<file path="src/rtl/bpd_pkg.sv">
`timescale 1ns / 1ps
package bpd_pkg;

  // Input function codes
  localparam logic [1:0] FUNC_START = 2'd0;
  localparam logic [1:0] FUNC_PAL   = 2'd1;
  localparam logic [1:0] FUNC_PIX   = 2'd2;

  // Pixel formats
  localparam logic [2:0] FMT_PAL4  = 3'd0;
  localparam logic [2:0] FMT_PAL8  = 3'd1;
  localparam logic [2:0] FMT_RGB16 = 3'd2;
  localparam logic [2:0] FMT_RGB24 = 3'd3;
  localparam logic [2:0] FMT_RGB32 = 3'd4;

  // Register indexes
  localparam logic [2:0] REG_FMT    = 3'd0;
  localparam logic [2:0] REG_FLIP   = 3'd1;
  localparam logic [2:0] REG_WIDTH  = 3'd2;
  localparam logic [2:0] REG_HEIGHT = 3'd3;
  localparam logic [2:0] REG_RMASK  = 3'd4;
  localparam logic [2:0] REG_GMASK  = 3'd5;
  localparam logic [2:0] REG_BMASK  = 3'd6;
  localparam logic [2:0] REG_AMASK  = 3'd7;

  // Job kinds passed from front to back
  localparam logic [1:0] KIND_PAL1 = 2'd0;
  localparam logic [1:0] KIND_PAL2 = 2'd1;
  localparam logic [1:0] KIND_MASK = 2'd2;
  localparam logic [1:0] KIND_BAD  = 2'd3;

  // Job queue depth
  localparam int QDEPTH = 4;

  typedef struct packed {
    logic [2:0]  fmt;
    logic [1:0]  flip;
    logic [12:0] width;
    logic [12:0] height;
  } geom_t;

  typedef struct packed {
    logic [31:0] red;
    logic [31:0] green;
    logic [31:0] blue;
    logic [31:0] alpha;
  } masks_t;

  typedef struct packed {
    logic [1:0]  kind;
    logic [7:0]  idx0;
    logic [7:0]  idx1;
    logic [31:0] word;
    logic [11:0] dx0;
    logic [11:0] dx1;
    logic [11:0] dy;
    logic        end0;
    logic        end1;
  } job_t;

  typedef struct packed {
    logic        we;
    logic [7:0]  addr;
    logic [23:0] data;
  } pal_wr_t;

endpackage

</file>
<file path="src/rtl/bpd_fifo.sv">
`timescale 1ns / 1ps
module bpd_fifo (
  input  logic            clk,
  input  logic            rst_n,
  input  logic            push,
  input  bpd_pkg::job_t   push_data,
  input  logic            pop,
  output bpd_pkg::job_t   head,
  output logic            full,
  output logic            empty
);
  localparam int PW = $clog2(bpd_pkg::QDEPTH);

  bpd_pkg::job_t mem_r [bpd_pkg::QDEPTH];
  logic [PW-1:0] wr_ptr_r, rd_ptr_r;
  logic [PW:0]   count_r;

  assign full  = (count_r == (PW+1)'(bpd_pkg::QDEPTH));
  assign empty = (count_r == '0);
  assign head  = mem_r[rd_ptr_r];

  // Store entries
  always_ff @(posedge clk) begin
    if (push) mem_r[wr_ptr_r] <= push_data;
  end

  // Advance pointers and count
  always_ff @(posedge clk) begin
    if (!rst_n) begin
      wr_ptr_r <= '0;
      rd_ptr_r <= '0;
      count_r  <= '0;
    end else begin
      if (push) wr_ptr_r <= wr_ptr_r + 1'b1;
      if (pop)  rd_ptr_r <= rd_ptr_r + 1'b1;
      if (push && !pop)      count_r <= count_r + 1'b1;
      else if (pop && !push) count_r <= count_r - 1'b1;
    end
  end
endmodule

</file>
<file path="config.mk">
export PLATFORM = sky130hd
export DESIGN_NAME = bpd_fifo
export DESIGN_NICKNAME = d
export VERILOG_FILES = /design/src/rtl/bpd_pkg.sv /design/src/rtl/bpd_fifo.sv
export SDC_FILE = /design/constraint.sdc
export NUM_CORES = 1
export LEC_CHECK = 0
export BUFFER_PORTS_ARGS = -buffer_cell sky130_fd_sc_hd__clkbuf_2
export CORE_ASPECT_RATIO = 1.75
export CORE_UTILIZATION = 45
export CTS_CLUSTER_SIZE = 12
export DETAILED_ROUTE_END_ITERATION = 12
export PLACE_DENSITY = 0.77
export SLEW_MARGIN = 20
export SYNTH_ARGS = -nofsm -noshare
export SYNTH_HDL_FRONTEND = slang
export SYNTH_SLANG_ARGS = --single-unit
</file>
<file path="constraint.sdc">
create_clock -name clk -period 3.3 [get_ports clk]
set_input_delay 0.825 -clock clk [delete_from_list [all_inputs] [get_ports clk]]
set_output_delay 0.825 -clock clk [all_outputs]
set_load 0.02 [all_outputs]
</file>
==> impl_summary.log <==
INFO  metric detail-route-antenna-nets = 0
INFO  metric drt-wirelength-per-cell = 21.89 um
INFO  metric cts.sinks = 361
INFO  metric num-nets-final = 816
INFO  metric synth.distinct_cells = 22
INFO  metric cts_buffers = 36
INFO  metric timing.critical_path.to_type = output pin
INFO  metric fmaxAchievable = 338.6 MHz
INFO  metric mappedNetlistArea = 13140 sq um
INFO  metric track_usage = 0.1677
INFO  metric grt_setup_unrepaired = no
INFO  metric timing_worst_setup_path_type = flip-flop to output pin
INFO  metric met1_global_route_usage = 0.1832
INFO  metric post_cts_buffers = 0
INFO  metric yosysWarningCount = 0
INFO  metric dp_area = 14600 sq um
INFO  metric design.core.area = 28630 sq um
INFO  metric dpl.hpwl = 15.20 mm
INFO  metric postSynthRegisterBits = 361
INFO  metric tightestPinTransition = 546.0 ps
INFO  metric vias = 5857
INFO  metric clk_root_buffer_cell = sky130_fd_sc_hd__clkbuf_16
INFO  metric firstDrtPassIters = 4
INFO  metric cp_max_fo = 35
INFO  metric setup_viol = 0
INFO  metric floorplan.die.width = 131.2 um
INFO  metric power.density_cell_area = 639.9 nW/um^2
INFO  metric worstSkewPairLatency = 510 ps
INFO  metric synth_sequential_area_ratio = 0.8184
INFO  metric syn-instance-count = 503
INFO  metric grt_max_degree = 89
INFO  metric ir_worst_vdd = 493.2 uV
INFO  metric layout_worst_path_cycle_share = 0.8949
INFO  metric clk_path_buf_depth = 3
INFO  metric worstPathCellList = buf_12, mux4_2, clkbuf_2
INFO  metric timing.max_slew.rel_slack = 0.6360
INFO  metric global_route_wire_length_before_repair = 37.21 mm
INFO  metric postLayoutCellArea = 15590 sq um
INFO  metric synth.net_count = 601
INFO  metric post_cts_hold_buffer_count = 0
INFO  metric skew = 8.856 ps
INFO  metric critical_path.startpoint_type = flip-flop
INFO  metric clock_transition_at_path_regs = 50 ps
INFO  metric timing.final.hold_violations = 0
INFO  metric finalWirelength = 24.34 mm
INFO  metric core.rowCount = 82
INFO  metric post-route-min-period = 2953 ps
INFO  metric dieArea = 29910 sq um
INFO  metric crit_required = 2470 ps
INFO  metric use_met2 = 0.3070
INFO  metric antenna_found_initial = 3
INFO  metric starting_density = 0.4589
INFO  metric run_status = completed
INFO  metric final_max_slew_viol_count = 0
INFO  metric drive_above_1_share = 0.4495
INFO  metric first_global_vias = 6446
INFO  metric syn_area_per_cell = 26.12 sq um
INFO  metric dieHeight = 228.0 um
INFO  metric nFillCells = 2123
INFO  metric overflow = 0
INFO  metric crit_path_arrival_time = 2130 ps
INFO  metric cpPeakStageDelay = 580 ps
INFO  metric io_pins = 182
INFO  metric fin_tns_setup = 0 ps
INFO  metric gr-max-usage-layer = met2
INFO  metric syn2layout_area_growth = 18.71%
INFO  metric finalWeightedCongestion = 0.7384
INFO  metric place.port_buffers = 181
INFO  metric global_route.usage.met3 = 0.03000
INFO  metric cts_max_level = 2
INFO  metric routed_via_density = 5.267
INFO  metric post_cts.resized_instances = 0
INFO  metric crit_path_top_delay_cell = sky130_fd_sc_hd__mux4_2
INFO  metric hold_path.class = flip-flop to flip-flop
INFO  metric power.static_leakage = 5.261 nW
INFO  metric drc = 0
INFO  metric maxCapViolations = 0
INFO  metric drc_violation_total_after_the_first_tritonroute_iteration = 289
INFO  metric clock_tree_from_tritoncts = yes
==> metrics by stage <==
stage / instances / utilization / hold WS (ps) / setup WS, ps / total power [W]
after floorplan: 503 / - / 472.4 / 941.9 / 0.006125
after global placement: 1058 / 0.5101 / 485.4 / 828.2 / 0.006522
after detailed placement: 1058 / 0.5101 / 519.6 / 809.7 / 0.006552
after CTS: 1110 / 0.5446 / 500.9 / 254.3 / 0.01010
after global routing: 1112 / 0.5448 / 508.8 / 214.2 / 0.01032
final: 1112 / 0.5448 / 528.4 / 346.8 / 0.009979
==> where the power goes <==
group,switching (W),internal (W),total [W]
combinational,0.000650,0.000449,0.00110
sequential,0.0000621,0.00527,0.00533
clock,0.00152,0.00204,0.00355
==> sequential cells by signal (all words and copies together), names as in the netlist, named ones only <==
name      count
count_r       3
mem_r       352
rd_ptr_r      2
wr_ptr_r      2
==> cell type report <==
class,instances,area [sq um],share of cell area
clock inverter,2,12.51,0.0008024
clock buffer,50,974.7,0.06251
timing repair buffer,197,1114,0.07141
tap,378,473.0,0.03033
antenna,2,5.005,0.0003210
inverter,4,15.01,0.0009629
multi-input combinational,118,2242,0.1438
sequential,361,10760,0.6899
==> Yosys cell counts <==
cell | instances | area share
sky130_fd_sc_hd__a21boi_0 | 1 | 0.00057
sky130_fd_sc_hd__and2_1 | 9 | 0.0043
sky130_fd_sc_hd__buf_12 | 2 | 0.0030
sky130_fd_sc_hd__buf_2 | 10 | 0.0038
sky130_fd_sc_hd__buf_6 | 1 | 0.00086
sky130_fd_sc_hd__buf_8 | 1 | 0.0011
sky130_fd_sc_hd__clkbuf_1 | 6 | 0.0017
sky130_fd_sc_hd__dfxtp_1 | 9 | 0.014
sky130_fd_sc_hd__edfxtp_1 | 352 | 0.80
sky130_fd_sc_hd__fa_1 | 1 | 0.0015
sky130_fd_sc_hd__ha_1 | 5 | 0.0048
sky130_fd_sc_hd__inv_1 | 4 | 0.0011
sky130_fd_sc_hd__mux2i_1 | 2 | 0.0015
sky130_fd_sc_hd__mux4_2 | 88 | 0.15
sky130_fd_sc_hd__nand2_1 | 1 | 0.00029
sky130_fd_sc_hd__nor2b_1 | 2 | 0.00095
sky130_fd_sc_hd__nor3_1 | 1 | 0.00038
sky130_fd_sc_hd__nor3b_1 | 1 | 0.00057
sky130_fd_sc_hd__o21ai_0 | 1 | 0.00038
sky130_fd_sc_hd__or3_1 | 1 | 0.00048
sky130_fd_sc_hd__xnor2_1 | 2 | 0.0013
sky130_fd_sc_hd__xor2_1 | 3 | 0.0020
==> cell usage in the layout, fill, tap and decap left out, types with 2 or more instances in the layout <==
cell	netlist	layout
sky130_fd_sc_hd__edfxtp_1	352	352
sky130_fd_sc_hd__dfxtp_1	9	7
sky130_fd_sc_hd__dfxtp_4	0	2
sky130_fd_sc_hd__mux4_2	88	88
sky130_fd_sc_hd__inv_1	4	4
sky130_fd_sc_hd__diode_2	0	2
sky130_fd_sc_hd__clkbuf_2	0	181
sky130_fd_sc_hd__clkbuf_16	0	37
sky130_fd_sc_hd__nor2b_1	2	2
sky130_fd_sc_hd__buf_4	0	9
sky130_fd_sc_hd__buf_12	2	7
sky130_fd_sc_hd__clkbuf_1	6	13
sky130_fd_sc_hd__mux2i_1	2	2
sky130_fd_sc_hd__xnor2_1	2	2
sky130_fd_sc_hd__xor2_1	3	3
sky130_fd_sc_hd__ha_1	5	5
sky130_fd_sc_hd__and2_4	0	4
sky130_fd_sc_hd__and2_1	9	5
==> metal layers <==
layer  vias up  part of all wire
met5         -           0.00053
met4         2             0.041
met3        58             0.038
met2       158              0.56
met1      3057              0.36
li1       2582                 -
==> critical path: cells and delay by family (launching register included) <==
kind,cells,cell delay (ps)
flops,1,520
buf+inv,2,500
mux,1,580
==> cell families after synthesis <==
kind of cell | count (synthesis) | synth area share
AO/OA/AOI/OAI | 2 | 0.0009523
XOR/XNOR | 5 | 0.003334
adder cells (fa/ha/maj) | 6 | 0.006286
buffers and inverters | 24 | 0.01171
flip-flops | 361 | 0.8184
multiplexers | 90 | 0.1524
AND/OR/NAND/NOR | 15 | 0.006952
==> final timing paths <==
path | startpoint | to | slack [ps] | cells after the start
max reg2reg | wr_ptr_r[0] | mem_r[1][7] | 1530 | 3
max | flip-flop | head[38] | 350 | 3
min | count_r[2] | count_r[2] | 530 | 2
min reg2reg | count_r[2] | count_r[2] | 530 | 2
No activity file was read; power rests on OpenSTA's default activity.
