[src/rtl/bpd_pkg.sv]
`timescale 1ns / 1ps
package bpd_pkg;

  // Input function codes
  localparam logic [1:0] FUNC_START = 2'd0;
  localparam logic [1:0] FUNC_PAL   = 2'd1;
  localparam logic [1:0] FUNC_PIX   = 2'd2;

  // Pixel formats
  localparam logic [2:0] FMT_PAL4  = 3'd0;
  localparam logic [2:0] FMT_PAL8  = 3'd1;
  localparam logic [2:0] FMT_RGB16 = 3'd2;
  localparam logic [2:0] FMT_RGB24 = 3'd3;
  localparam logic [2:0] FMT_RGB32 = 3'd4;

  // Register indexes
  localparam logic [2:0] REG_FMT    = 3'd0;
  localparam logic [2:0] REG_FLIP   = 3'd1;
  localparam logic [2:0] REG_WIDTH  = 3'd2;
  localparam logic [2:0] REG_HEIGHT = 3'd3;
  localparam logic [2:0] REG_RMASK  = 3'd4;
  localparam logic [2:0] REG_GMASK  = 3'd5;
  localparam logic [2:0] REG_BMASK  = 3'd6;
  localparam logic [2:0] REG_AMASK  = 3'd7;

  // Job kinds passed from front to back
  localparam logic [1:0] KIND_PAL1 = 2'd0;
  localparam logic [1:0] KIND_PAL2 = 2'd1;
  localparam logic [1:0] KIND_MASK = 2'd2;
  localparam logic [1:0] KIND_BAD  = 2'd3;

  // Job queue depth
  localparam int QDEPTH = 4;

  typedef struct packed {
    logic [2:0]  fmt;
    logic [1:0]  flip;
    logic [12:0] width;
    logic [12:0] height;
  } geom_t;

  typedef struct packed {
    logic [31:0] red;
    logic [31:0] green;
    logic [31:0] blue;
    logic [31:0] alpha;
  } masks_t;

  typedef struct packed {
    logic [1:0]  kind;
    logic [7:0]  idx0;
    logic [7:0]  idx1;
    logic [31:0] word;
    logic [11:0] dx0;
    logic [11:0] dx1;
    logic [11:0] dy;
    logic        end0;
    logic        end1;
  } job_t;

  typedef struct packed {
    logic        we;
    logic [7:0]  addr;
    logic [23:0] data;
  } pal_wr_t;

endpackage

[src/rtl/bpd_front.sv]
`timescale 1ns / 1ps
module bpd_front #(
  parameter int MAX_WIDTH     = 4096,
  parameter int MAX_HEIGHT    = 4096,
  parameter int PALETTE_DEPTH = 256
) (
  input  logic              clk,
  input  logic              rst_n,
  input  logic              in_valid,
  output logic              in_stall,
  input  logic [1:0]        in_func,
  input  logic [7:0]        in_data_byte,
  input  logic [7:0]        in_pal_red,
  input  logic [7:0]        in_pal_green,
  input  logic [7:0]        in_pal_blue,
  input  bpd_pkg::geom_t    geom,
  input  logic              back_busy,
  input  logic              q_full,
  input  logic              q_empty,
  output logic              q_push,
  output bpd_pkg::job_t     q_data,
  output bpd_pkg::pal_wr_t  pal_wr
);
  localparam int XW = $clog2(MAX_WIDTH + 1);
  localparam int YW = $clog2(MAX_HEIGHT + 1);
  localparam int BW = $clog2(MAX_WIDTH * 4 + 1);
  localparam int CW = $clog2(PALETTE_DEPTH + 1);
  localparam logic [15:0] MAXW16 = 16'(MAX_WIDTH);
  localparam logic [15:0] MAXH16 = 16'(MAX_HEIGHT);

  logic [23:0]   gather_r, gather_nxt;
  logic [1:0]    bip_r, bip_nxt;
  logic [BW-1:0] bir_r, bir_nxt;
  logic [XW-1:0] column_r, column_nxt;
  logic [YW-1:0] row_r, row_nxt;
  logic [CW-1:0] pcount_r, pcount_nxt;
  logic          err_r, err_nxt;
  logic          done_r, done_nxt;

  logic          acc;
  logic [15:0]   w16, h16, wc16, hc16;
  logic [XW-1:0] img_w;
  logic [YW-1:0] img_h;
  logic [2:0]    fmt;
  logic [XW+5:0] row_bits, rnd;
  logic [BW-1:0] stride;
  logic [XW-1:0] col1;
  logic          two;
  logic [3:0]    hi, lo;
  logic          bad;
  logic [4:0]    sh;
  logic [31:0]   word;
  logic          last_row;
  logic [BW-1:0] bir_inc;

  // Hold palette writes until no queued pixel can still read the palette
  assign in_stall = q_full ||
                    (in_func == bpd_pkg::FUNC_PAL && (back_busy || !q_empty));
  assign acc = in_valid && !in_stall;

  // Clamp geometry and derive the padded row length
  always_comb begin
    w16  = {3'b000, geom.width};
    h16  = {3'b000, geom.height};
    wc16 = (w16 == '0) ? 16'd1 : ((w16 > MAXW16) ? MAXW16 : w16);
    hc16 = (h16 == '0) ? 16'd1 : ((h16 > MAXH16) ? MAXH16 : h16);
    img_w = wc16[XW-1:0];
    img_h = hc16[YW-1:0];
    fmt  = (geom.fmt > bpd_pkg::FMT_RGB32) ? bpd_pkg::FMT_RGB32 : geom.fmt;
    case (fmt)
      bpd_pkg::FMT_PAL4:  row_bits = (XW+6)'(img_w) << 2;
      bpd_pkg::FMT_PAL8:  row_bits = (XW+6)'(img_w) << 3;
      bpd_pkg::FMT_RGB16: row_bits = (XW+6)'(img_w) << 4;
      bpd_pkg::FMT_RGB24: row_bits = ((XW+6)'(img_w) << 4) + ((XW+6)'(img_w) << 3);
      default:            row_bits = (XW+6)'(img_w) << 5;
    endcase
    rnd    = row_bits + (XW+6)'(31);
    stride = BW'({rnd >> 5, 2'b00});
  end

  // Per-byte decode and counter update
  always_comb begin
    gather_nxt = gather_r;
    bip_nxt    = bip_r;
    bir_nxt    = bir_r;
    column_nxt = column_r;
    row_nxt    = row_r;
    pcount_nxt = pcount_r;
    err_nxt    = err_r;
    done_nxt   = done_r;
    q_push     = 1'b0;
    pal_wr.we   = 1'b0;
    pal_wr.addr = 8'(pcount_r);
    pal_wr.data = {in_pal_red, in_pal_green, in_pal_blue};

    col1     = column_r + 1'b1;
    two      = ((XW+1)'(column_r) + 1'b1) < (XW+1)'(img_w);
    hi       = in_data_byte[7:4];
    lo       = in_data_byte[3:0];
    sh       = {bip_r, 3'b000};
    word     = {8'h00, gather_r} | (32'(in_data_byte) << sh);
    last_row = (row_r == img_h - 1'b1);
    bir_inc  = bir_r + 1'b1;
    bad      = 1'b0;

    q_data.kind = bpd_pkg::KIND_PAL1;
    q_data.idx0 = (fmt == bpd_pkg::FMT_PAL4) ? {4'h0, hi} : in_data_byte;
    q_data.idx1 = {4'h0, lo};
    q_data.word = word;
    q_data.dx0  = geom.flip[1] ? 12'(img_w - 1'b1 - column_r) : 12'(column_r);
    q_data.dx1  = geom.flip[1] ? 12'(img_w - 1'b1 - col1) : 12'(col1);
    q_data.dy   = geom.flip[0] ? 12'(row_r) : 12'(img_h - 1'b1 - row_r);
    q_data.end0 = last_row && (column_r == img_w - 1'b1);
    q_data.end1 = last_row && (col1 == img_w - 1'b1);

    if (acc) begin
      case (in_func)
        bpd_pkg::FUNC_START: begin
          gather_nxt = '0;
          bip_nxt    = '0;
          bir_nxt    = '0;
          column_nxt = '0;
          row_nxt    = '0;
          pcount_nxt = '0;
          err_nxt    = 1'b0;
          done_nxt   = 1'b0;
        end
        bpd_pkg::FUNC_PAL: begin
          if (pcount_r < CW'(PALETTE_DEPTH)) begin
            pal_wr.we  = 1'b1;
            pcount_nxt = pcount_r + 1'b1;
          end
        end
        bpd_pkg::FUNC_PIX: begin
          if (!err_r && !done_r) begin
            if (column_r < img_w) begin
              if (fmt == bpd_pkg::FMT_PAL4) begin
                bad = (9'(hi) >= 9'(pcount_r)) || (two && (9'(lo) >= 9'(pcount_r)));
                q_push = 1'b1;
                if (bad) begin
                  q_data.kind = bpd_pkg::KIND_BAD;
                end else begin
                  q_data.kind = two ? bpd_pkg::KIND_PAL2 : bpd_pkg::KIND_PAL1;
                  column_nxt  = two ? column_r + XW'(2) : col1;
                end
              end else if (fmt == bpd_pkg::FMT_PAL8) begin
                bad    = 9'(in_data_byte) >= 9'(pcount_r);
                q_push = 1'b1;
                if (bad) q_data.kind = bpd_pkg::KIND_BAD;
                else     column_nxt  = col1;
              end else if (3'(bip_r) + 3'd1 < fmt) begin
                gather_nxt = word[23:0];
                bip_nxt    = bip_r + 1'b1;
              end else begin
                q_push      = 1'b1;
                q_data.kind = bpd_pkg::KIND_MASK;
                gather_nxt  = '0;
                bip_nxt     = '0;
                column_nxt  = col1;
              end
            end
            if (bad) begin
              err_nxt = 1'b1;
            end else if (bir_inc >= stride) begin
              bir_nxt    = '0;
              column_nxt = '0;
              bip_nxt    = '0;
              gather_nxt = '0;
              row_nxt    = row_r + 1'b1;
              if ((row_r + 1'b1) >= img_h) done_nxt = 1'b1;
            end else begin
              bir_nxt = bir_inc;
            end
          end
        end
        default: ;
      endcase
    end
  end

  // Register decoder state
  always_ff @(posedge clk) begin
    if (!rst_n) begin
      gather_r <= '0;
      bip_r    <= '0;
      bir_r    <= '0;
      column_r <= '0;
      row_r    <= '0;
      pcount_r <= '0;
      err_r    <= 1'b0;
      done_r   <= 1'b0;
    end else begin
      gather_r <= gather_nxt;
      bip_r    <= bip_nxt;
      bir_r    <= bir_nxt;
      column_r <= column_nxt;
      row_r    <= row_nxt;
      pcount_r <= pcount_nxt;
      err_r    <= err_nxt;
      done_r   <= done_nxt;
    end
  end
endmodule

[config.mk]
export PLATFORM = sky130hd
export DESIGN_NAME = bpd_front
export DESIGN_NICKNAME = d
export VERILOG_FILES = /design/src/rtl/bpd_pkg.sv /design/src/rtl/bpd_front.sv
export SDC_FILE = /design/constraint.sdc
export NUM_CORES = 1
export LEC_CHECK = 0
export ABC_AREA = 1
export BUFFER_PORTS_ARGS = -buffer_cell sky130_fd_sc_hd__buf_2
export CORE_ASPECT_RATIO = 0.75
export CORE_MARGIN = 8
export CORE_UTILIZATION = 40
export CTS_CLUSTER_DIAMETER = 80
export DETAILED_ROUTE_END_ITERATION = 8
export GPL_TIMING_DRIVEN = 0
export PLACE_DENSITY_LB_ADDON = 0.1
export SYNTH_ARGS = -nofsm -noshare
export SYNTH_HDL_FRONTEND = slang
export SYNTH_SLANG_ARGS = --single-unit
[constraint.sdc]
create_clock -name clk -period 4.6 [get_ports clk]
set_clock_uncertainty 0.15 [all_clocks]
set_input_delay 0.46 -clock clk [delete_from_list [all_inputs] [get_ports clk]]
set_output_delay 0.46 -clock clk [all_outputs]
set_load 0.05 [all_outputs]
==> metrics.md, run 1 <==
| Metric | Value |
|---|---|
| Final WS setup | `-0.107 ns` |
| Initial antenna violation count | `0` |
| Global route overflow | `0` |
| CTS tree | `built` |
| Die X | `208 um` |
| Syn Std Cell Area | `11,000 um^2` |
| Area leader, netlist | `ha_1` |
| CP startpoint kind | `input pin` |
| Status | `complete, but fails checks` |
| Initial drt markers | `1,055` |
| CTS Sinks | `78` |
| Min cycle time layout | `4.71 ns` |
| Ys async rst share | `0%` |
| Clock share of power | `26.9%` |
| Crit. End Element | `flip-flop` |
| Simple-gate share of the synthesized area | `33.3%` |
| Main area contributors after synthesis | `ha_1, dfxtp_1, nand2_1, inv_1, a21oi_1` |
| DPL Wire Length | `32,200 um` |
| Max-slew headroom | `17.3%` |
| Largest net degree at the start of global routing | `14` |
| Overall routed net length | `41,100 um` |
| Fin crit share | `102%` |
| Vias per cell | `5.38` |
| Placed inst area | `12,300 um^2` |
| Seq/Total Area, Yosys | `14.2%` |
| Wirelength per Cell | `17.6 um` |
| CTS clock-pin slew for the worst setup and hold paths | `0.07 ns` |
| Buf/Inv on CP | `5` |
| CTS Root Cell | `clkbuf_16` |
| GRT Total Usage | `23.3%` |
| Ant diodes | `0` |
| Clock Latency Late Sink | `0.35 ns` |
| First drt pass iteration count | `5` |
| Mapped Avg Cell Area | `6.22 um^2` |
| NetSw | `1310 uW` |
| Failing checks | `setup timing` |
| CP Class | `in2reg` |
| Post-synthesis register bit count | `78` |
| Cell Pwr Density | `211 nW/um^2` |
| P_int | `1600 uW` |
| Boundary Pins | `194` |
| Remaining DRCs | `0` |
| Finished Cell Area | `13,800 um^2` |
| Worst vdd ir | `199 uV` |
| Adder-Cell Fraction of Synth Area | `16.1%` |
| Combinational family with the most area after synthesis | `simple AND/OR/NAND/NOR gates` |
| Row count | `52` |
| Htree depth | `3` |
| # setup viols final | `23` |
| Delay-heaviest family, CP | `compound AO/OA/AOI/OAI gates` |
| CP required | `4.73 ns` |
| Post-Synthesis Cells | `1,773` |
| Mux share of post-synthesis cell area | `0%` |
| Routability Congestion | `0.934` |
| Chip Height | `160 um` |
| Synth Area in Compound Gates | `18.0%` |
| Yosys top cell area share | `15.3%` |
| Vias in the first global route | `11,700` |
| Synth Area in XOR/XNOR | `5.79%` |
| CP max FO | `10` |
| Critical Path Slowest Stage Cell | `fa_2` |
| Post-DRT Antenna Nets | `0` |
| Hold Violations, Final | `0` |
| Post-place setup slack | `-1.18 ns` |
| Netlist cell types | `54` |
| Least-Margin Pin Slew | `1.23 ns` |
| Max_cap viols | `0` |
| # port buffers | `162` |
| Final nets | `2,195` |
| CP most frequent cell | `a21oi_2` |
| Global-route wire length before repair | `63,800 um` |
| Die Area | `33,200 um^2` |
| F_max | `212 MHz` |
| Dominant synthesized flop cell | `dfxtp_1` |
| Sw Share | `45.0%` |
| Post-synth EDFFs | `0` |
| RSZ-0062 raised after global routing | `yes` |
| Crit path largest cell delay | `0.35 ns` |
| Worst min path class | `reg2reg` |
| Worst-case clock buffer depth | `2` |
| Starting Density | `40.7%` |
| DR vias | `12,600` |
| Layout Utilization | `51.0%` |
| P_leak | `0.00659 uW` |
| Slew Limit Fails | `0` |
| Synth-to-layout area growth | `25.2%` |
| Synth warn | `0` |
| Core Region | `27,100 um^2` |
| Gate power share | `49.5%` |
| Layout cells sized above 1 | `25.1%` |
| Part of the power in registers | `23.6%` |
| Crit path arrival time | `4.84 ns` |
| TritonCTS Buffers | `9` |
through the flow:
| stage | power, uW | instances | TNS [ns] | hold WS (ns) |
|---|---|---|---|---|
| CTS | 2820 | 2326 | 0 | 0.319 |
| finish | 2910 | 2340 | -0.592 | 0.319 |
| global placement | 1990 | 2289 | -68.83 | 0.301 |
| detailed placement | 1990 | 2289 | -71.23 | 0.310 |
| global route | 3080 | 2340 | -15.48 | 0.339 |
| floorplan | 1670 | 1776 | 0 | 0.294 |
path summary, 6_finish.rpt:
path              depth (start not counted)        start          end  slack [ns]
setup / recovery                         29     geom[15]  column_r[9]       -0.11
hold / removal                            2  gather_r[5]  gather_r[5]        0.32
setup reg to reg                         15     bir_r[0]  column_r[9]        0.43
hold reg to reg                           2  gather_r[5]  gather_r[5]        0.32
cell usage in the layout, fill, tap and decap left out, types with 11 or more instances in the layout:
cell and count:
nor3_1 22, nand4_1 42, nand2_1 388, inv_2 24, o211ai_1 19, buf_2 157
nand2_4 12, nor2_1 140, nand3_1 101, xor2_1 53, o21ai_0 95, clkbuf_1 25
nor2_4 15, dfxtp_1 75, inv_1 193, ha_4 11, buf_6 16, buf_4 76
o21ai_1 13, nor2_2 20, ha_1 120, nand2_2 28, nand3_2 23, a21oi_2 23
a21oi_1 123
Yosys cell counts (3+ instances only):
cell and n:
nand3_1 119, inv_1 200, xor2_1 61, nor2_1 159
nand2_1 413, o22ai_1 7, nor3b_1 4, or2_2 5
inv_2 20, a31oi_1 9, nor4_1 5, o31ai_1 4
nand3b_1 9, nand3_2 7, o21bai_1 6, nor2_4 6
fa_1 4, dfxtp_1 78, a211oi_1 3, o211ai_1 19
nand4_1 42, o21ai_1 8, buf_2 12, buf_6 5
ha_1 135, o21a_1 6, nor3_1 26, a21oi_1 142
buf_4 47, clkbuf_1 25, a21o_1 6, xnor2_1 10
a21oi_2 6, a31o_2 10, nand2_2 15, o21ai_0 105
nor2_2 10, a21boi_0 4
worst reg2reg max path, stage by stage, from the launching register on:
cell and delay, ns:
dfxtp_1 0.38, ha_1 0.24, nand3_1 0.13, nand3b_1 0.25
nor4_1 0.55, nand4_1 0.26, xnor2_1 0.54, ha_4 0.30
a21oi_1 0.15, o21ai_2 0.08, a21oi_2 0.16, nand3_4 0.17
a21oi_4 0.27, buf_6 0.17, nand4_1 0.16, a21oi_2 0.17
final cells by class:
class | count | area (um^2)
Tap cell | 351 | 439
Timing Repair Buffer | 198 | 1220
Fill cell | 2853 | 13300
Clock inverter | 6 | 86.3
Multi-Input combinational cell | 1387 | 8830
Clock buffer | 9 | 225
Inverter | 222 | 846
Buffer | 89 | 587
Sequential cell | 78 | 1570
power by group through the flow:
| stage | Clock [uW] | Combinational [uW] | Sequential, uW |
|---|---|---|---|
| CTS | 793 | 1340 | 686 |
| detailed placement | 0 | 1290 | 701 |
| finish | 783 | 1440 | 686 |
| floorplan | 0 | 973 | 698 |
| global placement | 0 | 1290 | 701 |
| global route | 825 | 1570 | 686 |
cell families after synthesis:
logic type      after synthesis
fa+ha+maj                   139
xor+xnor                     72
flops                        78
other cells                   1
compound gates              345
simple gates                827
buf+inv                     311
metal layers:
| metal | part of all wire [%] | GRT usage [%] | up-vias | wire length (um) |
|---|---|---|---|---|
| met5 | 0 | 0 | - | 0 |
| met4 | 0.76 | 3.64 | 0 | 314 |
| met3 | 7.3 | 3.89 | 29 | 2990 |
| met2 | 42 | 34.4 | 438 | 17100 |
| met1 | 50 | 35.1 | 5832 | 20700 |
| li1 | - | - | 6279 | - |
flip-flops by register name, summed over array words and instances, names as in the netlist:
name,cells
err_r,1
done_r,1
pcount_r,9
column_r,13
row_r,13
bir_r,15
bip_r,2
gather_r,24
timing repair:
| action | in CTS | in global routing |
|---|---|---|
| pin swaps | 21 | 64 |
| buffers inserted | 21 | 12 |
| hold buffers | 0 | 0 |
| gates resized for setup | 61 | 165 |
| setup endpoints to repair | 75 | 84 |
| gates cloned | 1 | 2 |
(Power assumes the default switching activity.)
==> inputs of run 2 (changes only) <==
--- a/config.mk
+++ b/config.mk
@@ -8,7 +8,6 @@
 export ABC_AREA = 1
 export BUFFER_PORTS_ARGS = -buffer_cell sky130_fd_sc_hd__buf_2
 export CORE_ASPECT_RATIO = 0.75
-export CORE_MARGIN = 8
 export CORE_UTILIZATION = 40
 export CTS_CLUSTER_DIAMETER = 80
 export DETAILED_ROUTE_END_ITERATION = 8
==> metrics.md, run 2 (synthesis results as in run 1) <==
| Metric | Value |
|---|---|
| Status | `complete, but fails checks` |
| Failing checks | `setup timing` |
| Most frequent cells in the layout | `nand2_1, inv_1, buf_2` |
| CTS tree | `built` |
| CP Class | `in2reg` |
| Gate power share | `50.1% (+0.6 points)` |
| Max-slew headroom | `22.0% (+4.7 points)` |
| Initial antenna violation count | `0 (unchanged)` |
| CP max FO | `5 (-5)` |
| CP startpoint kind | `input pin` |
| TritonCTS Buffers | `9 (unchanged)` |
| Post-DRT Antenna Nets | `0 (unchanged)` |
| Remaining DRCs | `0 (unchanged)` |
| Crit. End Element | `flip-flop` |
| Placed Cells | `2,289 (unchanged)` |
| Least-Margin Pin Slew | `1.16 ns (-0.0692 ns)` |
| CP required | `4.73 ns (about the same)` |
| # setup viols final | `2 (-91%)` |
| CTS Root Cell | `clkbuf_16` |
| CTS clock-pin slew for the worst setup and hold paths | `0.07 ns (about the same)` |
| P_int | `1550 uW (-2.8%)` |
| GRT Total Usage | `26.6% (+3.3 points)` |
| Die Area | `28,200 um^2 (-15%)` |
| Max_cap viols | `0 (unchanged)` |
| Ant diodes | `0 (unchanged)` |
| CP most frequent cell | `buf_6` |
| Overall routed net length | `39,300 um (-4.5%)` |
| Starting Density | `40.8% (+0.098 points)` |
| NetSw | `1300 uW (-0.43%)` |
| Wirelength per Cell | `16.7 um (-4.9%)` |
| Cell Pwr Density | `206 nW/um^2 (-2.5%)` |
| Min-delay src | `gather_r[10]` |
| Slew Limit Fails | `0 (unchanged)` |
| Finished Cell Area | `13,900 um^2 (+0.77%)` |
| Global route overflow | `0 (unchanged)` |
| Largest net degree at the start of global routing | `15 (+1)` |
| Synth-to-layout area growth | `26.2%` |
| DR vias | `12,600 (+0.16%)` |
| Placed inst area | `12,300 um^2 (unchanged)` |
| Core Region | `27,000 um^2 (-0.24%)` |
| Buf/Inv on CP | `8 (+3)` |
| CTS Sinks | `78 (unchanged)` |
| F_max | `217 MHz (+2.0%)` |
| Hold Violations, Final | `0 (unchanged)` |
| Vias per cell | `5.37 (-0.18%)` |
| Most common cell after layout, fill and taps aside | `nand2_1` |
| Max reg flops | `24 (unchanged)` |
| Clock share of power | `25.8% (-1.1 points)` |
| Layout cells sized above 1 | `26.2% (+1.1 points)` |
| Crit path from | `geom[20]` |
| Htree depth | `3 (unchanged)` |
| Chip Height | `146 um (-8.8%)` |
| Min cycle time layout | `4.62 ns (-0.0917 ns)` |
| Reg-to-Reg Start | `bir_r[0]` |
| P_leak | `0.00665 uW (+0.93%)` |
| Initial drt markers | `984 (-6.7%)` |
| First drt pass iteration count | `5 (unchanged)` |
| Part of the power in registers | `24.0% (+0.4 points)` |
| Crit path largest cell delay | `0.36 ns (about the same)` |
| Vias in the first global route | `11,200 (-4.5%)` |
| Routability Congestion | `0.961 (+2.9%)` |
| # port buffers | `162 (unchanged)` |
| Worst hold margin | `0.321 ns (+0.00214 ns)` |
| Clock Latency Late Sink | `0.35 ns (about the same)` |
| Biggest regs | `gather_r (24), bir_r (15)` |
| Global-route wire length before repair | `60,100 um (-5.8%)` |
| Worst-case clock buffer depth | `2 (unchanged)` |
| Most flops, register | `gather_r` |
| Boundary Pins | `194 (unchanged)` |
| Delay-heaviest family, CP | `simple AND/OR/NAND/NOR gates` |
| RSZ-0062 raised after global routing | `yes` |
| Die X | `194 um (-6.7%)` |
| Worst min path class | `reg2reg` |
| Critical Path Slowest Stage Cell | `fa_2` |
| Fillers | `2,784 (-2.4%)` |
| Sw Share | `45.6% (+0.60 points)` |
| Worst vdd ir | `181 uV (-8.6%)` |
| Crit path arrival time | `4.74 ns (-0.10 ns)` |
| Final WS setup | `-0.0158 ns (+0.0917 ns)` |
| DPL Wire Length | `30,700 um (-4.6%)` |
| Final nets | `2,202 (+0.32%)` |
| Finished Layout Cells | `2,348 (+0.34%)` |
| Fin crit share | `100% (-2.0 points)` |
| Row count | `52 (unchanged)` |
[run 2: changes by cell type in the layout (fill, tap and decap cells not counted), sizes merged]
cell	change
clkbuf	-2
buf	+10
bufinv	-1
inv	+1
[run 2: worst reg2reg max path, stage by stage, from the launching register on]
cell and delay, ns:
dfxtp_1 0.41, ha_1 0.26, nand3_1 0.13, nand3b_1 0.25, nor4_1 0.47, nand4_1 0.25
xnor2_1 0.48, ha_4 0.29, a21oi_2 0.14, o21ai_2 0.08, a21oi_4 0.14, nand3_4 0.12
buf_6 0.15, a21oi_4 0.21, buf_6 0.14, buf_8 0.12, nand4_1 0.08, a21oi_1 0.15
[run 2: timing repair]
action / CTS / global route
setup buffers: 30 / 13
endpoints found under the hold margin: 0 / 0
hold buffers: 0 / 0
gates cloned: 1 / 2
pin swaps: 30 / 65
endpoints found under the setup margin: 71 / 84
resized for setup: 76 / 165
[run 2: worst paths after layout]
check | end | slack (ns) | depth (start not counted)
hold / removal | gather_r[10] | 0.32 | 2
setup / recovery | gather_r[19] | -0.02 | 34
hold reg to reg | gather_r[10] | 0.32 | 2
setup reg to reg | gather_r[19] | 0.53 | 17
[run 2: cell type report]
type | count | area, um^2 | area share, %
plain buffers | 88 | 564 | 4.06
clock buffers | 10 | 229 | 1.65
clock inverters | 6 | 68.8 | 0.495
inverters | 222 | 846 | 6.08
multi-input cells | 1387 | 8900 | 64.0
flip-flops and latches | 78 | 1570 | 11.3
well taps | 351 | 439 | 3.16
repair buffers | 206 | 1290 | 9.28
[run 2: per-layer routing]
| layer | up-vias | routed length [um] | GRT usage [%] |
|---|---|---|---|
| met5 | - | 0 | 0 |
| met4 | 0 | 265 | 3.60 |
| met3 | 15 | 2970 | 4.06 |
| met2 | 432 | 16300 | 38.9 |
| met1 | 5830 | 19800 | 41.0 |
| li1 | 6321 | - | - |
[run 2: per-stage QoR]
step / power (uW) / setup slack (ns) / util (%) / setup TNS, ns
finish: 2860 / -0.0158 / 51.5 / -0.0245
global route: 3020 / -0.267 / 51.5 / -10.64
floorplan: 1670 / 0.0221 / - / 0
CTS: 2780 / -0.00573 / 48.7 / -0.00573
detailed placement: 1980 / -1.26 / 45.5 / -74.63
global placement: 1980 / -1.18 / 45.5 / -69.52
[run 2: power groups by stage]
stage          sequential [uW]  clock [uW]  combinational [uW]
6_report                   686         739                1430
5_1_grt                    686         781                1560
4_1_cts                    685         749                1340
3_5_place_dp               701           0                1280
3_3_place_gp               701           0                1280
2_1_floorplan              698           0                 973
